<file path="src/lge_pkg.sv">
// shared types and constants for the life grid engine
// no dependencies; imported by every module of the block
package lge_pkg;

  localparam int CMD_W   = 2;
  localparam int FIELD_W = 6;
  localparam int NBR_W   = 4;

  // B3/S23 neighbor counts
  localparam logic [NBR_W-1:0] BORN_COUNT    = 4'd3;
  localparam logic [NBR_W-1:0] SURVIVE_COUNT = 4'd2;

  typedef enum logic [CMD_W-1:0] {
    CMD_WRITE = 2'd0,
    CMD_CLEAR = 2'd1,
    CMD_STEP  = 2'd2,
    CMD_READ  = 2'd3
  } cmd_t;

  typedef enum logic [2:0] {
    S_INIT,
    S_IDLE,
    S_CELL_RD,
    S_CELL_WB,
    S_CLEAR,
    S_STEP,
    S_DONE
  } state_t;

endpackage

</file>
<file path="src/life_grid_engine.sv">
// top level of the life grid engine: command sequencer around a row-wide grid ram
// depends on lge_pkg, lge_ram and lge_rule
//
//   channel | signals                              | notes
//   in      | in_valid in_ready command row column | one command per transfer
//           | value                                |
//   out     | out_valid out_ready cell_value       | one result per command
//
// the grid is stored one row per ram word; a step streams rows through a
// three-row window and writes each new row back in place
// transfer to result: write and read go through read, modify-write and load,
// clear and step through their row sweep and load; the next command can be taken from the cycle after the load
// after reset a clearing pass over all rows runs before the first transfer
// in_ready is high only while idle; a finished result waits in the output
// register and the next command is accepted meanwhile
module life_grid_engine
  import lge_pkg::*;
#(
  parameter int COLS = 64,
  parameter int ROWS = 64
) (
  input  logic               clk,
  input  logic               rst,
  input  logic               in_valid,
  output logic               in_ready,
  input  logic [CMD_W-1:0]   command,
  input  logic [FIELD_W-1:0] row,
  input  logic [FIELD_W-1:0] column,
  input  logic               value,
  output logic               out_valid,
  input  logic               out_ready,
  output logic               cell_value
);

  localparam int AW  = $clog2(ROWS);
  localparam int CW  = $clog2(ROWS + 1);
  localparam int CIW = $clog2(COLS);

  state_t state, state_next;

  logic [CW-1:0]      cnt;
  logic [CW-1:0]      rows_in;
  logic               rd_pend;
  logic [COLS-1:0]    above;
  logic [COLS-1:0]    center;
  cmd_t               cmd_q;
  logic [FIELD_W-1:0] row_q;
  logic [FIELD_W-1:0] col_q;
  logic               value_q;
  logic               inside_q;
  logic               res;

  logic               wr_en;
  logic [AW-1:0]      wr_addr;
  logic [COLS-1:0]    wr_data;
  logic               rd_en;
  logic [AW-1:0]      rd_addr;
  logic [COLS-1:0]    rd_data;

  logic [COLS-1:0]    below_sel;
  logic [COLS-1:0]    new_row;
  logic [COLS-1:0]    mod_row;
  logic [CIW-1:0]     col_idx;
  logic [CW-1:0]      rows_in_m1;
  logic               step_rd;
  logic               step_last;
  logic               sweep_end;
  logic               in_xfer;
  logic               out_load;
  logic               in_grid;

  lge_ram #(
    .WIDTH (COLS),
    .DEPTH (ROWS)
  ) u_grid (
    .clk     (clk),
    .wr_en   (wr_en),
    .wr_addr (wr_addr),
    .wr_data (wr_data),
    .rd_en   (rd_en),
    .rd_addr (rd_addr),
    .rd_data (rd_data)
  );

  lge_rule #(
    .COLS (COLS)
  ) u_rule (
    .above    (above),
    .center   (center),
    .below    (below_sel),
    .next_row (new_row)
  );

  assign in_xfer    = in_valid && in_ready;
  assign in_grid    = (int'(row) < ROWS) && (int'(column) < COLS);
  assign col_idx    = CIW'(col_q);
  assign rows_in_m1 = rows_in - CW'(1);
  assign step_rd    = cnt < CW'(ROWS);
  // bottom row: every read is back, so the row below is off the grid
  assign step_last  = !rd_pend && !step_rd && (rows_in == CW'(ROWS));
  assign sweep_end  = cnt == CW'(ROWS - 1);
  assign below_sel  = rd_pend ? rd_data : '0;
  assign out_load   = (state == S_DONE) && (!out_valid || out_ready);

  always_comb begin
    mod_row          = rd_data;
    mod_row[col_idx] = value_q;
  end

  // next state
  always_comb begin
    state_next = state;
    case (state)
      S_INIT: begin
        if (sweep_end) state_next = S_IDLE;
      end
      S_IDLE: begin
        if (in_valid) begin
          case (cmd_t'(command))
            CMD_CLEAR: state_next = S_CLEAR;
            CMD_STEP:  state_next = S_STEP;
            default:   state_next = S_CELL_RD;
          endcase
        end
      end
      S_CELL_RD: state_next = S_CELL_WB;
      S_CELL_WB: state_next = S_DONE;
      S_CLEAR: begin
        if (sweep_end) state_next = S_DONE;
      end
      S_STEP: begin
        if (step_last) state_next = S_DONE;
      end
      S_DONE: begin
        if (out_load) state_next = S_IDLE;
      end
      default: state_next = S_INIT;
    endcase
  end

  // outputs and memory controls
  always_comb begin
    in_ready = 1'b0;
    wr_en    = 1'b0;
    wr_addr  = '0;
    wr_data  = '0;
    rd_en    = 1'b0;
    rd_addr  = '0;
    case (state)
      S_INIT, S_CLEAR: begin
        wr_en   = 1'b1;
        wr_addr = cnt[AW-1:0];
      end
      S_IDLE: in_ready = 1'b1;
      S_CELL_RD: begin
        rd_en   = 1'b1;
        rd_addr = inside_q ? AW'(row_q) : '0;
      end
      S_CELL_WB: begin
        wr_en   = (cmd_q == CMD_WRITE) && inside_q;
        wr_addr = AW'(row_q);
        wr_data = mod_row;
      end
      S_STEP: begin
        rd_en   = step_rd;
        rd_addr = cnt[AW-1:0];
        if (rd_pend && (rows_in != '0)) begin
          wr_en   = 1'b1;
          wr_addr = rows_in_m1[AW-1:0];
          wr_data = new_row;
        end else if (step_last) begin
          wr_en   = 1'b1;
          wr_addr = AW'(ROWS - 1);
          wr_data = new_row;
        end
      end
      default: ;
    endcase
  end

  always_ff @(posedge clk) begin
    if (rst) begin
      state     <= S_INIT;
      cnt       <= '0;
      rows_in   <= '0;
      rd_pend   <= 1'b0;
      out_valid <= 1'b0;
    end else begin
      state <= state_next;

      case (state)
        S_INIT, S_CLEAR: cnt <= cnt + CW'(1);
        S_STEP: begin
          if (step_rd) cnt <= cnt + CW'(1);
          rd_pend <= step_rd;
          if (rd_pend) rows_in <= rows_in + CW'(1);
        end
        default: ;
      endcase

      if (in_xfer) begin
        cnt     <= '0;
        rows_in <= '0;
        rd_pend <= 1'b0;
      end

      if (out_load) begin
        out_valid <= 1'b1;
      end else if (out_ready) begin
        out_valid <= 1'b0;
      end
    end
  end

  // payload registers
  always_ff @(posedge clk) begin
    if (in_xfer) begin
      cmd_q    <= cmd_t'(command);
      row_q    <= row;
      col_q    <= column;
      value_q  <= value;
      inside_q <= in_grid;
      res      <= 1'b0;
      // row window starts with dead rows above the grid
      above    <= '0;
      center   <= '0;
    end else begin
      if ((state == S_STEP) && rd_pend) begin
        above  <= center;
        center <= rd_data;
      end
      if ((state == S_CELL_WB) && (cmd_q == CMD_READ) && inside_q) begin
        res <= rd_data[col_idx];
      end
    end
    if (out_load) begin
      cell_value <= res;
    end
  end

endmodule

</file>
<file path="src/lge_ram.sv">
// generic single-write, single-read ram with registered read data
// depends on lge_pkg only for the house import convention
module lge_ram
  import lge_pkg::*;
#(
  parameter int WIDTH = 64,
  parameter int DEPTH = 64
) (
  input  logic                     clk,
  input  logic                     wr_en,
  input  logic [$clog2(DEPTH)-1:0] wr_addr,
  input  logic [WIDTH-1:0]         wr_data,
  input  logic                     rd_en,
  input  logic [$clog2(DEPTH)-1:0] rd_addr,
  output logic [WIDTH-1:0]         rd_data
);

  logic [WIDTH-1:0] mem [DEPTH];

  always_ff @(posedge clk) begin
    if (wr_en) begin
      mem[wr_addr] <= wr_data;
    end
    if (rd_en) begin
      rd_data <= mem[rd_addr];
    end
  end

endmodule

</file>
<file path="src/lge_rule.sv">
// one row of B3/S23 cell updates from the rows above, at and below it
// depends on lge_pkg for the neighbor count constants
module lge_rule
  import lge_pkg::*;
#(
  parameter int COLS = 64
) (
  input  logic [COLS-1:0] above,
  input  logic [COLS-1:0] center,
  input  logic [COLS-1:0] below,
  output logic [COLS-1:0] next_row
);

  // zero padding at both ends: nothing wraps
  logic [COLS+1:0] above_x;
  logic [COLS+1:0] center_x;
  logic [COLS+1:0] below_x;

  assign above_x  = {1'b0, above, 1'b0};
  assign center_x = {1'b0, center, 1'b0};
  assign below_x  = {1'b0, below, 1'b0};

  always_comb begin
    logic [NBR_W-1:0] n;
    for (int c = 0; c < COLS; c++) begin
      n = NBR_W'(above_x[c]) + NBR_W'(above_x[c+1]) + NBR_W'(above_x[c+2])
        + NBR_W'(center_x[c]) + NBR_W'(center_x[c+2])
        + NBR_W'(below_x[c]) + NBR_W'(below_x[c+1]) + NBR_W'(below_x[c+2]);
      next_row[c] = (n == BORN_COUNT) || (center[c] && (n == SURVIVE_COUNT));
    end
  end

endmodule
</file>
<file path="config.mk">
export PLATFORM = sky130hd
export DESIGN_NAME = life_grid_engine
export DESIGN_NICKNAME = d
export VERILOG_FILES = /design/src/lge_pkg.sv /design/src/life_grid_engine.sv /design/src/lge_ram.sv /design/src/lge_rule.sv
export SDC_FILE = /design/constraint.sdc
export NUM_CORES = 2
export LEC_CHECK = 0
export BUFFER_PORTS_ARGS = -buffer_cell sky130_fd_sc_hd__buf_4
export CORE_AREA = 2 2 705 847
export CTS_CLUSTER_SIZE = 8
export DETAILED_ROUTE_END_ITERATION = 8
export DIE_AREA = 0 0 707 849
export SYNTH_ARGS = -nofsm -noshare
export SYNTH_HDL_FRONTEND = slang
export SYNTH_HIERARCHICAL = 1
export SYNTH_SLANG_ARGS = --single-unit
</file>
<file path="constraint.sdc">
create_clock -name clk -period 14.8 [get_ports clk]
set_input_delay 1.48 -clock clk [delete_from_list [all_inputs] [get_ports clk]]
set_output_delay 1.48 -clock clk [all_outputs]
set_load 0.05 [all_outputs]
</file>
==> key figures <==
Run status
  – Outcome: finished, final reports clean

Worst hold path
  – Tightest Hold Check Type: register to register
  – Worst hold path cell count: 2
  – Min-Delay Endpoint: above[0]
  – Hold path start: above[0]

Cells and area
  – Most common cell after layout, fill and taps aside: edfxtp_1
  – Filler instances: 54700
  – Layout cells sized above 1: a little under a quarter
  – Register Area: 0.128 mm²
  – Final std cells w/o fill: around 18000
  – Most frequent cells in the layout: edfxtp_1 (4176), mux4_2 (1030), clkbuf_16 (629), nand2_1 (564), inv_1 (453)
  – Final net count: ~10000
  – Footprint of the multi-input gates: roughly 0.046 mm²
  – Synth-to-Final Area Change: 15.7%

Clock network
  – Later-pin clock latency in the skew report: 980 ps
  – Clock root buffer: clkbuf_16
  – Post-CTS setup buffer count: 0
  – TritonCTS clock tree: built
  – CTS-repair resized insts: 0
  – Clk sink count: roughly 4300
  – H-tree levels: 6
  – Clock tree buffer depth: 4
  – Clock-pin slew of the registers on the worst-case setup and hold paths: roughly 60 ps
  – Num CTS Buffers: 615
  – Post-CTS Hold Buffers: 0

Power
  – Worst VDD drop: roughly 0.10 mV
  – Static Leak: 57.5 nW
  – Cell Pwr Density: around 140 mW/mm²
  – Total power: a little under 30 mW

Synth
  – Number of synthesized register bits: approximately 4300
  – Post-synth ARST share: 0%
  – Yosys top cell area share: between 70% and 80%
  – Register area share after synthesis: ~73%
  – Synth area leaders: edfxtp_1 (71%), mux4_2 (13%), fa_1 (2.8%)
  – EDFF count, synth: between 4000 and 5000
  – Mean Syn Cell Area: ~19 µm²
  – Synthesized cell area: between 0.15 and 0.2 mm²
  – Synth Net Count: 9641
  – Yosys cell types: 59
  – Synth Warn #: 6
  – Ys flop type: edfxtp_1
  – Synthesized instance count: 9178
  – Synth area leader: edfxtp_1

Timing
  – Count of final hold-check violations: 0
  – Final Setup Violations: 0
  – Worst Tran Pin Value: approximately 1200 ps
  – Sum Neg Setup Slack: 0 ps
  – RSZ-0062 raised after global routing: no
  – Fin Hold WS: 460 ps
  – Final Cycle Share: about 45%
  – Clock period minus worst slack: roughly 6600 ps
  – Maximum clock frequency: between 0.15 and 0.2 GHz
  – Setup Skew: between 80 and 90 ps
  – Rel. slew slack: between 20% and 30%
  – Pins Over Slew Limit: 0

Worst setup path
  – Critical-path cell list: and3_1, o221a_4, buf_4, a21boi_0, a221o_1, nand3b_1, or2_1, nor2_4, buf_4, buf_4
  – CP Class: register to register
  – Critical path's largest stage delay: ~850 ps
  – Crit start category: register
  – CP top delay family: simple AND/OR/NAND/NOR gates
  – Worst flop-to-flop path startpoint: state[0]
  – Reg2Reg Depth: 10
  – Crit. End Element: register
  – Most frequent CP cell: buf_4
  – CP max FO: 44
  – CP arrival: slightly above 7000 ps
  – WP data required: ~15000 ps
  – FF-to-FF End: u_grid/mem[5][19]
  – Worst path slowest cell: nor2_4
  – Flop2flop setup slack: roughly 8000 ps
  – WP buf/inv: 3

Route
  – DR WL/cell: roughly 30 µm
  – Antenna viol nets, final: 0
  – Drt drc: 0
  – Routed wire length: between 500000 and 600000 µm
  – DRT Pass-1 Iters: 6
  – Post-DR vias/cell: approximately 5.3
  – Via count: slightly above 90000
  – DR iter-0 viols: ~11000

Floorplan
  – DIE WIDTH: ~710 µm
  – Row Count: 310
  – Die H: 849 µm
  – Die area: ~0.60 mm²
  – Io pins: 22
  – Initial Util: between 20% and 30%
  – Placeable Area: 0.592 mm²

Placed design
  – Port bufs: 21
  – GPL Wtd Cong: approximately 0.82
  – DPL Wire Length: around 280000 µm
  – Dpl cells: about 17000

Global routing
  – Vias in the first global route: 94500
  – First-pass GRT wire length: about 730000 µm
  – GRT overflow: 0
  – Largest net degree at the start of global routing: about 110
  – Initial antenna violation count: 24
  – Total GRT Usage: around 17%

Job
  – Max Cap Viol: 0
==> how the worst max path moves through the flow <==
stage                          start                  to  slack, ps  cells past startpoint
after floorplan           rows_in[0]   u_grid/mem[48][0]       7370                     12
after detailed placement    state[0]   u_grid/mem[5][58]       8240                     10
after global routing        state[0]  u_grid/rd_data[23]       7880                     11
final                       state[0]   u_grid/mem[5][19]       8200                     10
after CTS                   state[0]   u_grid/mem[5][56]       8190                     10
after global placement      state[0]  u_grid/rd_data[23]       8260                     11
==> worst reg2reg max path: cells and delay by family, from the launching register on <==
family                 cells  cell delay (ps)
AO/OA/AOI/OAI              3             1250
flip-flops                 1              600
AND/OR/NAND/NOR            4             2430
buffers and inverters      3             1910
==> cell families (layout without fill, tap and decap cells) <==
logic type	after synthesis	in the layout	share of synthesized area, %
flip-flops	4324	4324	72.5
other	0	5	0
AO/OA/AOI/OAI	834	834	2.90
adder cells (fa/ha/maj)	444	444	4.21
XOR/XNOR	12	12	0.0594
multiplexers	1258	1258	14.4
buffers and inverters	941	1484	2.32
AND/OR/NAND/NOR	1365	1365	3.61
==> sequential cells by signal (all words and copies together) (netlist names) <==
signal          cells
u_grid/mem       4096
above              64
center             64
u_grid/rd_data     64
cnt                 7
rows_in             7
col_idx             6
row_q               6
state               3
cmd_q               2
cell_value          1
out_valid           1
rd_pend             1
res                 1
value_q             1
==> area by class of cell <==
| type | count | share of cell area (%) |
|---|---|---|
| Clock buffer | 687 | 7.79 |
| Timing Repair Buffer | 307 | 1.25 |
| Inverter | 453 | 0.830 |
| Tap cell | 7800 | 4.77 |
| Clock inverter | 37 | 0.271 |
| Antenna cell | 5 | 0.00611 |
| Multi-Input combinational cell | 3913 | 22.4 |
| Sequential cell | 4324 | 62.7 |
==> cell usage after synthesis (7+ instances only) <==
| cell | n |
|---|---|
| edfxtp_1 | 4176 |
| mux4_2 | 1030 |
| nand2_1 | 569 |
| inv_1 | 453 |
| a21oi_1 | 258 |
| fa_1 | 252 |
| nand3_1 | 247 |
| clkbuf_1 | 223 |
| mux2i_1 | 222 |
| ha_1 | 192 |
| buf_2 | 175 |
| nor2_1 | 175 |
| dfxtp_1 | 148 |
| a22oi_1 | 132 |
| o21ai_0 | 132 |
| nand4_1 | 83 |
| o22ai_1 | 81 |
| and2_1 | 71 |
| or2_2 | 71 |
| or3_1 | 62 |
| a31oi_1 | 52 |
| o21a_1 | 50 |
| o21ai_1 | 46 |
| buf_4 | 41 |
| o221ai_1 | 28 |
| buf_6 | 26 |
| nor2b_1 | 23 |
| buf_1 | 22 |
| and3_1 | 20 |
| a211oi_1 | 16 |
| nand2b_1 | 11 |
| nand3b_1 | 9 |
| nor3_1 | 9 |
| nor3b_1 | 8 |
| xor2_1 | 7 |
==> where the power goes <==
part / total [mW] / leakage [nW] / internal [mW] / switching, mW
logic: 2.68 / 15.8 / 1.08 / 1.60
registers: 13.8 / 33.6 / 13.6 / 0.188
clock network: 12.5 / 8.07 / 7.51 / 4.97
==> stage by stage <==
stage                     util [%]  setup slack (ps)  cell area, µm²
final                         34.6              8200          205000
after global routing          34.6              7880          205000
after CTS                     34.6              8190          205000
after detailed placement      31.8              8240          188000
after global placement        31.8              8260          188000
after floorplan                  -              7370          177000
==> layer usage <==
layer / GRT usage [%] / share of wire, % / wire (µm) / vias to the layer above
met5: 0 / 0.0025 / 13 / -
met1: 21.3 / 38 / 195000 / 50100
met2: 28.7 / 50 / 259000 / 4635
met3: 2.70 / 8.2 / 42700 / 946
met4: 6.93 / 4.4 / 23100 / 2
li1: - / - / - / 37300
Power figures use the tool's default switching activity.
